File: config.mk
export PLATFORM = sky130hd
export DESIGN_NAME = ted_ctrl
export DESIGN_NICKNAME = d
export VERILOG_FILES = /design/src/hw/rtl/ted_pkg.sv /design/src/hw/rtl/ted_ctrl.sv
export SDC_FILE = /design/constraint.sdc
export NUM_CORES = 1
export LEC_CHECK = 0
export BUFFER_PORTS_ARGS = -buffer_cell sky130_fd_sc_hd__buf_4
export CAP_MARGIN = 10
export CORE_AREA = 5 5 42 44
export CTS_BUF_LIST = sky130_fd_sc_hd__clkbuf_2 sky130_fd_sc_hd__clkbuf_4 sky130_fd_sc_hd__clkbuf_8
export CTS_CLUSTER_SIZE = 8
export DETAILED_ROUTE_END_ITERATION = 6
export DIE_AREA = 0 0 47 49
export HOLD_SLACK_MARGIN = 0.02
export PLACE_DENSITY = 0.48
export SLEW_MARGIN = 20
export SYNTH_ARGS = -nofsm -noshare
export SYNTH_HDL_FRONTEND = slang
export SYNTH_SLANG_ARGS = --single-unit
File: constraint.sdc
create_clock -name i_clk -period 2.2 [get_ports i_clk]
set_clock_uncertainty 0.05 [all_clocks]
set_input_delay 0.11 -clock i_clk [delete_from_list [all_inputs] [get_ports i_clk]]
set_output_delay 0.11 -clock i_clk [all_outputs]
set_load 0.02 [all_outputs]
File: src/hw/rtl/ted_pkg.sv
// ============================================================================
// ted_pkg - shared definitions for the trie edit distance block
// Field widths, register indexes, edit costs and the control/status structs
// passed between the sequencer and the datapath.
// ============================================================================
package ted_pkg;

    localparam int CHAR_W      = 8;
    localparam int DEPTH_W     = 7;
    localparam int DIST_W      = 7;
    localparam int CELL_W      = 8;
    localparam int LEN_W       = 5;
    localparam int CFG_IDX_W   = 2;
    localparam int CFG_DATA_W  = 64;

    localparam int MAX_QUERY_DEF    = 16;
    localparam int MAX_DEPTH_DEF    = 128;
    localparam int QUERY_CHARS_HELD = 16;

    localparam int COST_EDIT = 1;
    localparam int COST_INS  = 1;
    localparam int COST_DEL  = 1;

    localparam logic [CFG_IDX_W-1:0] CFG_QUERY_LO  = 2'd0;
    localparam logic [CFG_IDX_W-1:0] CFG_QUERY_HI  = 2'd1;
    localparam logic [CFG_IDX_W-1:0] CFG_QUERY_LEN = 2'd2;

    // Commands from the sequencer to the datapath.
    typedef struct packed {
        logic start;   // Capture the accepted item and read element 0.
        logic step;    // Compute one row element.
        logic finish;  // Load the result register.
    } t_ctrl_cmd;

    // Status from the datapath to the sequencer.
    typedef struct packed {
        logic depth_zero;  // The offered item names the root.
        logic last;        // The element being computed is the last one.
    } t_dp_status;

endpackage

File: src/hw/rtl/ted_ctrl.sv
// ============================================================================
// ted_ctrl - sequencer of the trie edit distance block
// Accepts a node item, steps the datapath once per query character and hands
// the result to the output register when it is free.
// ============================================================================
module ted_ctrl (
    input  logic                i_clk,
    input  logic                i_rst_n,
    input  logic                i_in_valid,
    output logic                o_in_ready,
    output logic                o_out_valid,
    input  logic                i_out_ready,
    input  ted_pkg::t_dp_status i_sts,
    output ted_pkg::t_ctrl_cmd  o_cmd
);
    import ted_pkg::*;

    typedef enum logic [1:0] {
        S_IDLE,
        S_RUN,
        S_DONE
    } t_state;

    t_state r_state, n_state;
    logic   r_in_ready, n_in_ready;
    logic   r_out_valid, n_out_valid;
    logic   in_fire;
    logic   out_free;

    assign in_fire  = i_in_valid && r_in_ready;
    assign out_free = !r_out_valid || i_out_ready;

    always_comb begin
        o_cmd.start  = in_fire;
        o_cmd.step   = (r_state == S_RUN);
        o_cmd.finish = (r_state == S_DONE) && out_free;
    end

    always_comb begin
        n_state     = r_state;
        n_in_ready  = r_in_ready;
        n_out_valid = r_out_valid;
        if (r_out_valid && i_out_ready) begin
            n_out_valid = 1'b0;
        end
        case (r_state)
            S_IDLE: begin
                if (in_fire) begin
                    n_in_ready = 1'b0;
                    n_state    = i_sts.depth_zero ? S_DONE : S_RUN;
                end
            end
            S_RUN: begin
                if (i_sts.last) begin
                    n_state = S_DONE;
                end
            end
            S_DONE: begin
                if (out_free) begin
                    n_out_valid = 1'b1;
                    n_in_ready  = 1'b1;
                    n_state     = S_IDLE;
                end
            end
            default: begin
                n_state    = S_IDLE;
                n_in_ready = 1'b1;
            end
        endcase
    end

    always_ff @(posedge i_clk) begin
        if (!i_rst_n) begin
            r_state     <= S_IDLE;
            r_in_ready  <= 1'b1;
            r_out_valid <= 1'b0;
        end else begin
            r_state     <= n_state;
            r_in_ready  <= n_in_ready;
            r_out_valid <= n_out_valid;
        end
    end

    assign o_in_ready  = r_in_ready;
    assign o_out_valid = r_out_valid;

    // Input is taken only while the sequencer is idle.
    a_ready_only_idle: assert property (@(posedge i_clk) disable iff (!i_rst_n)
        r_in_ready |-> (r_state == S_IDLE))
        else $error("ted_ctrl: input ready outside idle");

    // The result register is never overwritten while it holds an untaken result.
    a_no_overwrite: assert property (@(posedge i_clk) disable iff (!i_rst_n)
        o_cmd.finish |-> (!r_out_valid || i_out_ready))
        else $error("ted_ctrl: result register overwritten");

    // A non-root item starts the row walk in the next cycle.
    a_start_runs: assert property (@(posedge i_clk) disable iff (!i_rst_n)
        (in_fire && !i_sts.depth_zero) |=> (r_state == S_RUN))
        else $error("ted_ctrl: row walk did not start");

    // The last element ends the walk.
    a_last_ends: assert property (@(posedge i_clk) disable iff (!i_rst_n)
        ((r_state == S_RUN) && i_sts.last) |=> (r_state == S_DONE))
        else $error("ted_ctrl: row walk did not end after last element");

endmodule

==> run summary <==
Final setup viols: 0
Non-Filler Instances: 53
Antenna violations before repair: 0
R2R cell count: 3
RSZ-0062 raised after global routing: false
Leak: 0.146 nW
Core ar.: 1400 um2
PostCTS Resize Cnt: 0
Crit path required time: 2040 ps
N_diodes: 0
Synthesis-stage register bit count: 4
Maximum VDD drop: 216 uV
Syn avg cell area: 8.61 um2
Port Buffers: 10
Yosys warns: 0
Placed insts: 50
Layout area overhead: 51.2%
CP Capture Point: o_cmd[0]
Crit Path Max Fanout: 6
Gate Count Post-Synth: 25
DRC viols: 0
Sequential cell area fraction in the yosys report: 37.2%
CP bufs+invs: 1
Slew HR: 83.2%
Post-CTS Setup Inserts: 0
Leading cell type in the layout, fill and taps excluded: buf_4
Routed WL per cell: 8.85 um
Mapped cell area: 215 um2
Reg2reg start: r_state[0]
DP Wirelength: 395 um
Final ANT Viol Nets: 0
Crit-path cells: nand2b_1 > nor2b_1 > buf_4
Post-Route Setup TNS: 0 ps
Power Density: 680 nW/um2
Clk sinks: 4
Critical path origin: r_state[1]
Status: finished, final reports clean
CTS tree: built
CP peak stage delay: 450 ps
Reg-to-Reg End: r_state[0]
GR Overflow Total: 0
CTS Buf Count: 3
HP Start: i_rst_n
Synth Net Count: 31
Die Ht: 49 um
Measured slew at the worst slew-check pin: 251 ps
Vias: 201
I/O Pins: 11
Vias in the first global route: 212
Layout filler cell count: 162
Hold Crit Class: in -> reg
Fraction of layout cells with a size suffix above 1: 40.5%
Worst hold path depth: 2
Synth unique cells: 15
Pin count of the biggest net entering global routing: 7
First-pass GRT wire length: 800 um
# rows: 14
Final hold slack: 35.1 ps
Critical path arrival: 1100 ps
Setup crit start kind: flop
Maxcap violations: 0
Most frequent cells in the layout: buf_4, dfxtp_1, inv_1, nand2b_1, clkbuf_4
Final period utilization: 57.2%
DIE WIDTH: 47 um
CP Class: reg -> out
Vias per inst: 3.79
Maximum buffer depth of the clock tree: 2
R2R Setup Slk: 1130 ps
Min Tclk post-route: 1260 ps
Critical-path top delay cell: dfxtp_1
Worst-path clk slew: 40 ps
Final Hold Vio Count: 0
Die ar.: 2300 um2
Worst path depth: 3
Clock Latency Late Sink: 230 ps
Root buffer cell: clkbuf_4
DR iter-0 viols: 5
Post-CTS Hold Buffers: 0
Critical path's top delay family: flip-flops
Gr usage total: 5.00%
CP endpoint kind: output pin
Initial Util: 15.4%
DR pass1 iterations: 4
H-tree Lvls: 1
GPL Wtd Cong: 0.711
Max Freq: 795 MHz
Final net count: 45
Final Max Tran Viols: 0
WL final: 469 um
[area by class of cell]
| class | instances | area (um2) | area share (%) |
|---|---|---|---|
| Multi-Input combinational cell | 17 | 116 | 35.8 |
| Sequential cell | 4 | 80.1 | 24.6 |
| Timing Repair Buffer | 10 | 75.1 | 23.1 |
| Clock buffer | 3 | 22.5 | 6.92 |
| Tap cell | 16 | 20.0 | 6.15 |
| Inverter | 3 | 11.3 | 3.46 |
[power by group]
part	total, W	internal, W	leakage, nW	switching, W
clock network	0.0000898	0.0000609	0.0138	0.0000289
logic	0.0000476	0.0000235	0.0988	0.0000241
registers	0.0000839	0.0000781	0.0329	0.00000582
[synthesized netlist by cell type]
| cell type | number | area, um2 |
|---|---|---|
| o21ai_0 | 1 | 5.00 |
| o22ai_1 | 1 | 6.26 |
| a21oi_1 | 2 | 10.0 |
| o21a_1 | 1 | 7.51 |
| nor3_1 | 2 | 10.0 |
| inv_1 | 3 | 11.3 |
| a2111oi_4 | 1 | 27.5 |
| nor2b_1 | 1 | 6.26 |
| or2b_1 | 1 | 7.51 |
| dfxtp_1 | 4 | 80.1 |
| buf_4 | 1 | 7.51 |
| nor2_1 | 1 | 3.75 |
| nand2_1 | 2 | 7.51 |
| nand2_2 | 1 | 6.26 |
| nand2b_1 | 3 | 18.8 |
[logic make-up after synthesis]
group | count (synthesis) | share of synthesized area (%)
flip-flops | 4 | 37.2
AND/OR/NAND/NOR | 11 | 27.9
AO/OA/AOI/OAI | 6 | 26.2
buffers and inverters | 4 | 8.72
[stage by stage]
step / util (%) / power (W) / instance area, um2 / setup slack [ps]
floorplan: - / 0.000114 / 215 / 1100
global placement: 21.6 / 0.000133 / 303 / 1150
detailed placement: 21.6 / 0.000133 / 303 / 1130
CTS: 23.2 / 0.000228 / 325 / 913
global route: 23.2 / 0.000239 / 325 / 820
finish: 23.2 / 0.000221 / 325 / 942
[layer usage]
metal / GRT usage (%) / up-vias / wire length, um
li1: - / 106 / -
met1: 5.92 / 88 / 211
met2: 6.11 / 7 / 211
met3: 2.95 / 0 / 46
met4: 4.15 / 0 / 0
met5: 0 / - / 0
[worst min-delay path by stage]
stage | end | slack [ps]
after global routing | o_in_ready | 40
after floorplan | o_in_ready | 140
final | o_in_ready | 40
after global placement | o_in_ready | 270
after CTS | o_in_ready | 30
after detailed placement | o_in_ready | 270
[registers in the layout, summed over array words and instances, names as in the netlist]
register / cells
r_state: 2
o_in_ready: 1
o_out_valid: 1
[worst reg2reg max path: cells and delay by family (launching register included)]
kind	cells	cell delay (ps)
flip-flops	1	390
AO/OA/AOI/OAI	1	300
AND/OR/NAND/NOR	2	230
(Power assumes the default switching activity.)
